## src/hdl/extended_euclid_gcd_defines.svh

```systemverilog
// Assertion macros shared by the extended Euclid GCD RTL.
// No dependencies; included by files that carry concurrent assertions.
`ifndef EXTENDED_EUCLID_GCD_DEFINES_SVH
`define EXTENDED_EUCLID_GCD_DEFINES_SVH

// Same-cycle implication, disabled while in reset.
`define EEG_ASSERT_IMP(lbl, clk, rstn, ante, cons) \
  lbl: assert property (@(posedge clk) disable iff (!(rstn)) (ante) |-> (cons)) \
    else $error("eeg assertion failed");

// Next-cycle implication, disabled while in reset.
`define EEG_ASSERT_NXT(lbl, clk, rstn, ante, cons) \
  lbl: assert property (@(posedge clk) disable iff (!(rstn)) (ante) |=> (cons)) \
    else $error("eeg assertion failed");

`endif

```

## src/hdl/eeg_pkg.sv

```systemverilog
// Package for the extended Euclid GCD block: widths, microcode encoding and
// the microcode ROM. No dependencies.
package eeg_pkg;

  localparam int unsigned WIDTH_DEFAULT = 32;
  localparam int unsigned FIELD_W       = 32;
  localparam int unsigned COEF_W        = 32;
  localparam int unsigned PC_W          = 3;

  typedef logic [PC_W-1:0] pc_t;

  typedef enum logic [2:0] {
    OP_NOP,
    OP_LOAD,
    OP_DIV_INIT,
    OP_DIV_STEP,
    OP_UPDATE,
    OP_EMIT
  } uop_e;

  typedef enum logic [2:0] {
    COND_NEXT,
    COND_JUMP,
    COND_NO_IN,
    COND_RB_ZERO,
    COND_DIV_MORE,
    COND_OUT_BUSY
  } cond_e;

  typedef struct packed {
    uop_e  op;
    cond_e cond;
    pc_t   target;
  } ucode_t;

  typedef struct packed {
    logic init;
    logic step;
  } div_ctrl_t;

  localparam pc_t PC_ENTRY  = pc_t'(0);
  localparam pc_t PC_TEST   = pc_t'(1);
  localparam pc_t PC_DINIT  = pc_t'(2);
  localparam pc_t PC_DSTEP  = pc_t'(3);
  localparam pc_t PC_UPDATE = pc_t'(4);
  localparam pc_t PC_EMIT   = pc_t'(5);
  localparam pc_t PC_RET    = pc_t'(6);

  function automatic ucode_t ucode_rom(input pc_t pc);
    ucode_t w;
    unique case (pc)
      PC_ENTRY:  w = '{op: OP_LOAD,     cond: COND_NO_IN,    target: PC_ENTRY};
      PC_TEST:   w = '{op: OP_NOP,      cond: COND_RB_ZERO,  target: PC_EMIT};
      PC_DINIT:  w = '{op: OP_DIV_INIT, cond: COND_NEXT,     target: PC_ENTRY};
      PC_DSTEP:  w = '{op: OP_DIV_STEP, cond: COND_DIV_MORE, target: PC_DSTEP};
      PC_UPDATE: w = '{op: OP_UPDATE,   cond: COND_JUMP,     target: PC_TEST};
      PC_EMIT:   w = '{op: OP_EMIT,     cond: COND_OUT_BUSY, target: PC_EMIT};
      PC_RET:    w = '{op: OP_NOP,      cond: COND_JUMP,     target: PC_ENTRY};
      default:   w = '{op: OP_NOP,      cond: COND_JUMP,     target: PC_ENTRY};
    endcase
    return w;
  endfunction

endpackage

```

## src/hdl/eeg_in_if.sv

```systemverilog
// Operand channel: valid/ready handshake carrying a_value and b_value.
// Depends on eeg_pkg for the field width.
interface eeg_in_if;
  logic                        valid;
  logic                        ready;
  logic [eeg_pkg::FIELD_W-1:0] a_value;
  logic [eeg_pkg::FIELD_W-1:0] b_value;

  modport source (output valid, output a_value, output b_value, input ready);
  modport sink   (input valid, input a_value, input b_value, output ready);
endinterface

```

## src/hdl/eeg_out_if.sv

```systemverilog
// Result channel: valid/ready handshake carrying gcd_value, coef_x, coef_y.
// Depends on eeg_pkg for the field widths.
interface eeg_out_if;
  logic                              valid;
  logic                              ready;
  logic        [eeg_pkg::FIELD_W-1:0] gcd_value;
  logic signed [eeg_pkg::COEF_W-1:0]  coef_x;
  logic signed [eeg_pkg::COEF_W-1:0]  coef_y;

  modport source (output valid, output gcd_value, output coef_x, output coef_y,
                  input ready);
  modport sink   (input valid, input gcd_value, input coef_x, input coef_y,
                  output ready);
endinterface

```

## src/hdl/extended_euclid_gcd.sv

```systemverilog
// Extended Euclid GCD block: microcoded sequencer, coefficient registers and
// result register. Depends on eeg_pkg, eeg_in_if, eeg_out_if, eeg_divider and
// the defines header.
//
// Usage:
//   in_i  carries a_value and b_value; a beat is taken when valid and ready
//         are high at a rising edge. Operands are reduced to their low WIDTH bits.
//   out_o carries gcd_value, coef_x and coef_y, with a*coef_x + b*coef_y = gcd
//         modulo 2^32. One result beat per operand beat, in order.
//   Each division round runs on one shared restoring divider that retires one
//   quotient bit per cycle. At WIDTH = 32 the worst case is 46 rounds; b = 0
//   skips the division rounds and goes straight to the emit step.
//   Items are processed one at a time; in_i.ready is high only at the entry
//   step of the microcode program.
//   A finished result sits in the output register while the next item is
//   accepted and worked on; if the receiver still stalls when that next result
//   is ready, the sequencer holds at its emit step.
//   Reset returns the program counter to the entry step and drops any result
//   still held; the block accepts a beat in the first cycle after reset.
`include "extended_euclid_gcd_defines.svh"

module extended_euclid_gcd #(
  parameter int unsigned WIDTH = eeg_pkg::WIDTH_DEFAULT
) (
  input  logic      clk_i,
  input  logic      rst_ni,
  eeg_in_if.sink    in_i,
  eeg_out_if.source out_o
);

  logic [WIDTH-1:0]           ra_q, ra_d, rb_q, rb_d;
  logic [eeg_pkg::COEF_W-1:0] sa_q, sa_d, sb_q, sb_d;
  logic [eeg_pkg::COEF_W-1:0] ta_q, ta_d, tb_q, tb_d;
  eeg_pkg::pc_t               pc_q, pc_d;
  logic                       out_valid_q, out_valid_d;
  logic [eeg_pkg::FIELD_W-1:0] gcd_q, gcd_d;
  logic [eeg_pkg::COEF_W-1:0] cx_q, cx_d, cy_q, cy_d;

  eeg_pkg::ucode_t    uw;
  eeg_pkg::div_ctrl_t div_ctrl;
  logic               taken;
  logic               in_fire;
  logic               out_busy;
  logic               div_more;
  logic [WIDTH-1:0]   div_rem;
  logic [eeg_pkg::COEF_W-1:0] div_ps, div_pt;
  logic [63:0]        a_ext, b_ext, ra_ext;
  logic [WIDTH-1:0]   a_in, b_in;

  assign uw       = eeg_pkg::ucode_rom(pc_q);
  assign a_ext    = 64'(in_i.a_value);
  assign b_ext    = 64'(in_i.b_value);
  assign a_in     = a_ext[WIDTH-1:0];
  assign b_in     = b_ext[WIDTH-1:0];
  assign ra_ext   = 64'(ra_q);
  assign in_i.ready = (uw.op == eeg_pkg::OP_LOAD);
  assign in_fire  = in_i.valid && in_i.ready;
  assign out_busy = out_valid_q && !out_o.ready;

  eeg_divider #(.WIDTH(WIDTH)) u_div (
    .clk_i      (clk_i),
    .rst_ni     (rst_ni),
    .ctrl_i     (div_ctrl),
    .dividend_i (ra_q),
    .divisor_i  (rb_q),
    .sb_i       (sb_q),
    .tb_i       (tb_q),
    .rem_o      (div_rem),
    .ps_o       (div_ps),
    .pt_o       (div_pt),
    .more_o     (div_more)
  );

  always_comb begin
    unique case (uw.cond)
      eeg_pkg::COND_NEXT:     taken = 1'b0;
      eeg_pkg::COND_JUMP:     taken = 1'b1;
      eeg_pkg::COND_NO_IN:    taken = !in_i.valid;
      eeg_pkg::COND_RB_ZERO:  taken = (rb_q == '0);
      eeg_pkg::COND_DIV_MORE: taken = div_more;
      eeg_pkg::COND_OUT_BUSY: taken = out_busy;
      default:                taken = 1'b1;
    endcase
    pc_d = taken ? uw.target : pc_q + eeg_pkg::pc_t'(1);
  end

  always_comb begin
    ra_d        = ra_q;
    rb_d        = rb_q;
    sa_d        = sa_q;
    sb_d        = sb_q;
    ta_d        = ta_q;
    tb_d        = tb_q;
    gcd_d       = gcd_q;
    cx_d        = cx_q;
    cy_d        = cy_q;
    div_ctrl    = '0;
    out_valid_d = out_valid_q && !out_o.ready;
    unique case (uw.op)
      eeg_pkg::OP_NOP: begin
      end
      eeg_pkg::OP_LOAD: begin
        if (in_fire) begin
          ra_d = a_in;
          rb_d = b_in;
          sa_d = eeg_pkg::COEF_W'(1);
          sb_d = '0;
          ta_d = '0;
          tb_d = eeg_pkg::COEF_W'(1);
        end
      end
      eeg_pkg::OP_DIV_INIT: div_ctrl.init = 1'b1;
      eeg_pkg::OP_DIV_STEP: div_ctrl.step = 1'b1;
      eeg_pkg::OP_UPDATE: begin
        ra_d = rb_q;
        rb_d = div_rem;
        sa_d = sb_q;
        sb_d = sa_q - div_ps;
        ta_d = tb_q;
        tb_d = ta_q - div_pt;
      end
      eeg_pkg::OP_EMIT: begin
        if (!out_busy) begin
          gcd_d       = ra_ext[eeg_pkg::FIELD_W-1:0];
          cx_d        = sa_q;
          cy_d        = ta_q;
          out_valid_d = 1'b1;
        end
      end
      default: begin
      end
    endcase
  end

  always_ff @(posedge clk_i or negedge rst_ni) begin
    if (!rst_ni) begin
      pc_q        <= eeg_pkg::PC_ENTRY;
      out_valid_q <= 1'b0;
    end else begin
      pc_q        <= pc_d;
      out_valid_q <= out_valid_d;
    end
  end

  always_ff @(posedge clk_i) begin
    ra_q  <= ra_d;
    rb_q  <= rb_d;
    sa_q  <= sa_d;
    sb_q  <= sb_d;
    ta_q  <= ta_d;
    tb_q  <= tb_d;
    gcd_q <= gcd_d;
    cx_q  <= cx_d;
    cy_q  <= cy_d;
  end

  assign out_o.valid     = out_valid_q;
  assign out_o.gcd_value = gcd_q;
  assign out_o.coef_x    = cx_q;
  assign out_o.coef_y    = cy_q;

  `EEG_ASSERT_NXT(a_load_takes_operands, clk_i, rst_ni, in_fire,
                  ra_q == $past(a_in) && rb_q == $past(b_in) && pc_q == eeg_pkg::PC_TEST)
  `EEG_ASSERT_IMP(a_emit_at_zero_rem, clk_i, rst_ni, uw.op == eeg_pkg::OP_EMIT,
                  rb_q == '0)
  `EEG_ASSERT_NXT(a_held_result_stays, clk_i, rst_ni, out_busy,
                  out_valid_q && gcd_q == $past(gcd_q) && cx_q == $past(cx_q))
  `EEG_ASSERT_IMP(a_pc_in_program, clk_i, rst_ni, 1'b1, pc_q <= eeg_pkg::PC_RET)

endmodule

```

## src/hdl/eeg_divider.sv

```systemverilog
// Bit-serial restoring divider that also accumulates quotient * sb and
// quotient * tb modulo 2^COEF_W. Depends on eeg_pkg and the defines header.
`include "extended_euclid_gcd_defines.svh"

module eeg_divider #(
  parameter int unsigned WIDTH = eeg_pkg::WIDTH_DEFAULT
) (
  input  logic                       clk_i,
  input  logic                       rst_ni,
  input  eeg_pkg::div_ctrl_t         ctrl_i,
  input  logic [WIDTH-1:0]           dividend_i,
  input  logic [WIDTH-1:0]           divisor_i,
  input  logic [eeg_pkg::COEF_W-1:0] sb_i,
  input  logic [eeg_pkg::COEF_W-1:0] tb_i,
  output logic [WIDTH-1:0]           rem_o,
  output logic [eeg_pkg::COEF_W-1:0] ps_o,
  output logic [eeg_pkg::COEF_W-1:0] pt_o,
  output logic                       more_o
);

  localparam int unsigned CNT_W = $clog2(WIDTH + 1);

  logic [WIDTH-1:0]           rem_q, rem_d;
  logic [WIDTH-1:0]           dq_q, dq_d;
  logic [eeg_pkg::COEF_W-1:0] ps_q, ps_d;
  logic [eeg_pkg::COEF_W-1:0] pt_q, pt_d;
  logic [CNT_W-1:0]           cnt_q, cnt_d;
  logic [WIDTH:0]             shifted;
  logic [WIDTH:0]             diff;
  logic                       qbit;

  always_comb begin
    shifted = {rem_q, dq_q[WIDTH-1]};
    diff    = shifted - {1'b0, divisor_i};
    qbit    = (shifted >= {1'b0, divisor_i});
    rem_d   = rem_q;
    dq_d    = dq_q;
    ps_d    = ps_q;
    pt_d    = pt_q;
    cnt_d   = cnt_q;
    if (ctrl_i.init) begin
      rem_d = '0;
      dq_d  = dividend_i;
      ps_d  = '0;
      pt_d  = '0;
      cnt_d = CNT_W'(WIDTH);
    end else if (ctrl_i.step) begin
      rem_d = qbit ? diff[WIDTH-1:0] : shifted[WIDTH-1:0];
      dq_d  = {dq_q[WIDTH-2:0], 1'b0};
      ps_d  = {ps_q[eeg_pkg::COEF_W-2:0], 1'b0} + (qbit ? sb_i : '0);
      pt_d  = {pt_q[eeg_pkg::COEF_W-2:0], 1'b0} + (qbit ? tb_i : '0);
      cnt_d = cnt_q - CNT_W'(1);
    end
  end

  always_ff @(posedge clk_i or negedge rst_ni) begin
    if (!rst_ni) begin
      cnt_q <= '0;
    end else begin
      cnt_q <= cnt_d;
    end
  end

  always_ff @(posedge clk_i) begin
    rem_q <= rem_d;
    dq_q  <= dq_d;
    ps_q  <= ps_d;
    pt_q  <= pt_d;
  end

  assign rem_o  = rem_q;
  assign ps_o   = ps_q;
  assign pt_o   = pt_q;
  assign more_o = (cnt_q != CNT_W'(1));

  `EEG_ASSERT_IMP(a_rem_below_divisor, clk_i, rst_ni, cnt_q != '0, rem_q < divisor_i)
  `EEG_ASSERT_NXT(a_step_counts_down, clk_i, rst_ni, ctrl_i.step && !ctrl_i.init,
                  cnt_q == $past(cnt_q) - CNT_W'(1))
  `EEG_ASSERT_NXT(a_init_loads_count, clk_i, rst_ni, ctrl_i.init, cnt_q == CNT_W'(WIDTH))

endmodule

```

## src/flat_wrapper.sv

```systemverilog
// flat-port wrapper written by rule: the top's interface ports become plain ports
module extended_euclid_gcd_flat 
#(
  parameter int unsigned WIDTH = eeg_pkg::WIDTH_DEFAULT
)
  (clk_i, rst_ni, in_i_valid, in_i_a_value, in_i_b_value, in_i_ready, out_o_valid, out_o_gcd_value, out_o_coef_x, out_o_coef_y, out_o_ready);
  eeg_in_if in_i_i ();
  eeg_out_if out_o_i ();
  input  logic clk_i;
  input  logic rst_ni;
  input wire logic [$bits(in_i_i.valid)-1:0] in_i_valid;
  input wire logic [$bits(in_i_i.a_value)-1:0] in_i_a_value;
  input wire logic [$bits(in_i_i.b_value)-1:0] in_i_b_value;
  output wire logic [$bits(in_i_i.ready)-1:0] in_i_ready;
  output wire logic [$bits(out_o_i.valid)-1:0] out_o_valid;
  output wire logic [$bits(out_o_i.gcd_value)-1:0] out_o_gcd_value;
  output wire logic [$bits(out_o_i.coef_x)-1:0] out_o_coef_x;
  output wire logic [$bits(out_o_i.coef_y)-1:0] out_o_coef_y;
  input wire logic [$bits(out_o_i.ready)-1:0] out_o_ready;
  assign in_i_i.valid = in_i_valid;
  assign in_i_i.a_value = in_i_a_value;
  assign in_i_i.b_value = in_i_b_value;
  assign in_i_ready = in_i_i.ready;
  assign out_o_valid = out_o_i.valid;
  assign out_o_gcd_value = out_o_i.gcd_value;
  assign out_o_coef_x = out_o_i.coef_x;
  assign out_o_coef_y = out_o_i.coef_y;
  assign out_o_i.ready = out_o_ready;
  extended_euclid_gcd #(.WIDTH(WIDTH)) u_core (.clk_i(clk_i), .rst_ni(rst_ni), .in_i(in_i_i), .out_o(out_o_i));
endmodule
```

## config.mk

```make
export PLATFORM = sky130hd
export DESIGN_NAME = extended_euclid_gcd_flat
export DESIGN_NICKNAME = d
export VERILOG_FILES = /design/src/hdl/eeg_pkg.sv /design/src/hdl/eeg_in_if.sv /design/src/hdl/eeg_out_if.sv /design/src/hdl/extended_euclid_gcd.sv /design/src/hdl/eeg_divider.sv /design/src/flat_wrapper.sv
export VERILOG_INCLUDE_DIRS = /design/src /design/src/hdl
export SDC_FILE = /design/constraint.sdc
export NUM_CORES = 1
export LEC_CHECK = 0
export ABC_AREA = 0
export BUFFER_PORTS_ARGS = -buffer_cell sky130_fd_sc_hd__buf_2
export CAP_MARGIN = 20
export CORE_MARGIN = 5
export CORE_UTILIZATION = 30
export CTS_CLUSTER_DIAMETER = 50
export DETAILED_ROUTE_END_ITERATION = 12
export SLEW_MARGIN = 25
export SYNTH_ARGS = -nofsm -noshare
export SYNTH_HDL_FRONTEND = slang
export SYNTH_HIERARCHICAL = 1
export SYNTH_SLANG_ARGS = --single-unit
```

## constraint.sdc

```tcl
create_clock -name clk_i -period 6.6 [get_ports clk_i]
set_input_delay 1.32 -clock clk_i [delete_from_list [all_inputs] [get_ports clk_i]]
set_output_delay 1.32 -clock clk_i [all_outputs]
set_load 0.05 [all_outputs]
```

==> qor.yml <==
outcome:
  status: "complete, no violations"
logic_synthesis:
  synth-edff-count: 320
  syn_area_per_cell_um2: 9.889
  synth.largest_area_cell: "edfxtp_1"
  synthAdderAreaFrac: 0.08680
  ys.flop_type: "edfxtp_1"
  syn_area_mm2: 0.02451
  synth_top_family_by_area: "simple AND/OR/NAND/NOR gates"
  yosysUniqueCellTypes: 94
  synth_area_leaders: "edfxtp_1 (39%), ha_1 (8.3%), dfxtp_1 (7.8%)"
  yosysSeqAreaShare: 0.4808
  synthSimpleGateAreaFrac: 0.1729
  async_reset_ff_frac: 0.02347
  synth_xor_area_frac: 0.04718
  synth_warnings: 6
  synth_top_cell_area_share: 0.3921
  synth-compound-area-share: 0.1444
  synth_cells: 2478
  syn-num-nets: 2713
  synth.mux.area_fraction: 0.02742
  ys_ff_latch: 426
place:
  place_ws_ns: 0.6828
  portBuffers: 165
  globalplace.congestion: 0.8422
  placed_cells: 3613
  dp_hpwl_um: 44540
  dpl_cell_area_mm2: 0.02642
clock_tree:
  cts_sinks: 426
  cts_hold_buf: 0
  cts_inserted_buffers: 60
  post_cts_buffers: 0
  ctsResizeCount: 0
  root_buffer: "clkbuf_16"
  clk_latency_ns: 0.62
  cts_max_path_buffers: 3
  path_clk_slew_ns: 0.06
  cts_tree: "yes"
  h-tree-depth: 2
pwr:
  ir_drop_uv: 326.1
  power_mw: 16.09
  p_leak_nw: 11.64
  pwr_density_cell_mw_per_mm2: 563.4
timing:
  fin_tns_setup_ns: 0
  hold_violations: 0
  finalMaxSlewViolations: 0
  finalCritPeriodShare: 0.9042
  rsz0062_at_grt: "no"
  max_slew_margin: 0.4029
  setup_viol: 0
  period_minus_slack_ns: 5.968
  skew_ns: 0.03265
  finalWorstSetupSlack_ns: 0.6325
  holdWs_ns: 0.4407
  tightest_slew_ns: 0.8957
  max_freq_mhz: 167.6
worst_hold_path:
  hold_class: "reg -> reg"
  hold_path.startpoint: "u_core/ra_q[25]"
setup_path:
  r2r_cells: 23
  crit_type: "reg -> reg"
  r2r_end: "u_core/u_div/pt_o[31]"
  crit_arrival_ns: 6.48
  endpoint_kind: "flop"
  cp.required_ns: 7.11
  ff2ff_setup_slack_ns: 0.63
  crit_path_start_kind: "flop"
  crit_start: "u_core/rb_q[6]"
  reg2reg_from: "u_core/rb_q[6]"
  critPathCapture: "u_core/u_div/pt_o[31]"
  cp_max_fo: 33
route:
  ant_nets: 0
  wire_per_inst_um: 17.09
  drt_iter0_markers: 1057
  via_per_inst: 4.892
  vias: 18250
  drt_wl_total_um: 63760
  drtPass1Iterations: 5
  drc: 0
grt:
  global_route.usage.met2: 0.2349
  grt.busiest_layer: "met2"
  grt_pass1_wl_um: 100200
  antenna_found_initial: 2
  grtUsageMet3: 0.03123
  grt_usage: 0.1414
  grt_start_max_net_pins: 126
  use_met1: 0.1898
  grt_pass1_vias: 18040
  grt_overflow: 0
cells_and_area:
  finalInstanceArea_mm2: 0.02856
  syn_to_final_growth_pct: 16.55
  fin_cells: 3730
  num-nets-final: 2851
  post-route-util: 0.3535
  drive_above_1_share: 0.1368
die:
  core-area_mm2: 0.08081
  rows: 104
  dieArea_mm2: 0.08750
  die-height_um: 295.8
  start_util: 0.3033
  die_x_um: 295.8
  io_pins: 166
job:
  drv_cap: 0
[report_power, final]
group          internal [mW]  switching [mW]  leakage (nW)
Clock                   2.06            1.32          1.03
Sequential              4.13           0.582          3.90
Combinational           2.95            5.05          6.71
[routing by layer]
metal | part of all wire | vias up
li1 | - | 9095
met1 | 0.46 | 8684
met2 | 0.46 | 382
met3 | 0.059 | 86
met4 | 0.020 | 0
met5 | 0 | -
[cells in the final DEF, fill, tap and decap left out, drive strengths merged, types with 30 or more instances in the layout]
master,count
nand3,40
and2,130
mux2i,30
clkbuf,66
o21ai,111
nand2b,30
a21o,65
ha,162
inv,155
edfxtp,320
buf,184
dfxtp,96
xor2,60
nand2,363
a21oi,162
xnor2,72
mux2,33
nor3,35
nor2,198
nand4,33
[logic make-up after synthesis]
| kind of cell | after synthesis |
|---|---|
| buf+inv | 248 |
| mux | 63 |
| compound gates | 537 |
| flops | 426 |
| fa+ha+maj | 167 |
| xor+xnor | 132 |
| simple gates | 905 |
[critical path, stage by stage (launching register included)]
cell	delay, ns
edfxtp_1	0.38
inv_1	0.06
ha_1	0.40
a21o_1	0.23
a221o_1	0.33
a211oi_2	0.29
a211oi_2	0.13
nor2_1	0.18
o31a_1	0.22
o21ai_4	0.23
buf_4	0.28
and2_1	0.16
ha_1	0.21
fa_1	0.40
a21o_1	0.22
a221oi_2	0.29
a21oi_1	0.17
o21ai_1	0.36
nand3_1	0.18
a31o_1	0.26
a21oi_1	0.28
o21a_1	0.19
o21ai_0	0.10
a311oi_2	0.26
[worst min-delay path by stage]
stage,end,slack (ns),depth (start not counted)
final,u_core/out_o.gcd_value[25],0.44,0
after global routing,u_core/out_o.gcd_value[25],0.47,0
after CTS,u_core/out_o.gcd_value[22],0.44,0
after detailed placement,u_core/out_o.gcd_value[14],0.43,0
after global placement,u_core/out_o.gcd_value[17],0.43,0
after floorplan,u_core/out_o.gcd_value[0],0.42,0
[state kept, by name (all words and copies together), names as in the netlist, named ones only]
name and count:
u_core/tb_q 32, u_core/u_div/rem_o 32, u_core/sa_q 32, u_core/sb_q 32, u_core/out_o.valid 1, u_core/u_div/pt_o 32, u_core/pc_q 2, u_core/u_div/cnt_q 6
u_core/u_div/ps_o 32, u_core/ta_q 32, u_core/ra_q 32, u_core/out_o.gcd_value 32, u_core/out_o.coef_y 32, u_core/rb_q 32, u_core/out_o.coef_x 32, u_core/u_div/dq_q 32
[synthesized netlist by cell type, drive strengths merged, types with 16 or more instances]
| cell type | instances |
|---|---|
| a211oi | 20 |
| a21o | 65 |
| a21oi | 162 |
| a311oi | 22 |
| a31oi | 26 |
| and2 | 130 |
| and3 | 16 |
| buf | 21 |
| clkbuf | 87 |
| dfxtp | 96 |
| edfxtp | 320 |
| ha | 162 |
| inv | 140 |
| mux2 | 33 |
| mux2i | 30 |
| nand2 | 363 |
| nand2b | 30 |
| nand3 | 40 |
| nand4 | 33 |
| nor2 | 198 |
| nor3 | 35 |
| o21a | 23 |
| o21ai | 111 |
| o21bai | 26 |
| xnor2 | 72 |
| xor2 | 60 |
[layout make-up]
cell class | count | area, um2
Fill cell | 8173 | 52250
Multi-Input combinational cell | 1804 | 11800
Clock inverter | 48 | 543.0
Antenna cell | 2 | 5.005
Inverter | 140 | 525.5
Clock buffer | 66 | 1565
Tap cell | 1060 | 1326
Timing Repair Buffer | 184 | 1013
Sequential cell | 426 | 11780
(Power assumes the default switching activity.)
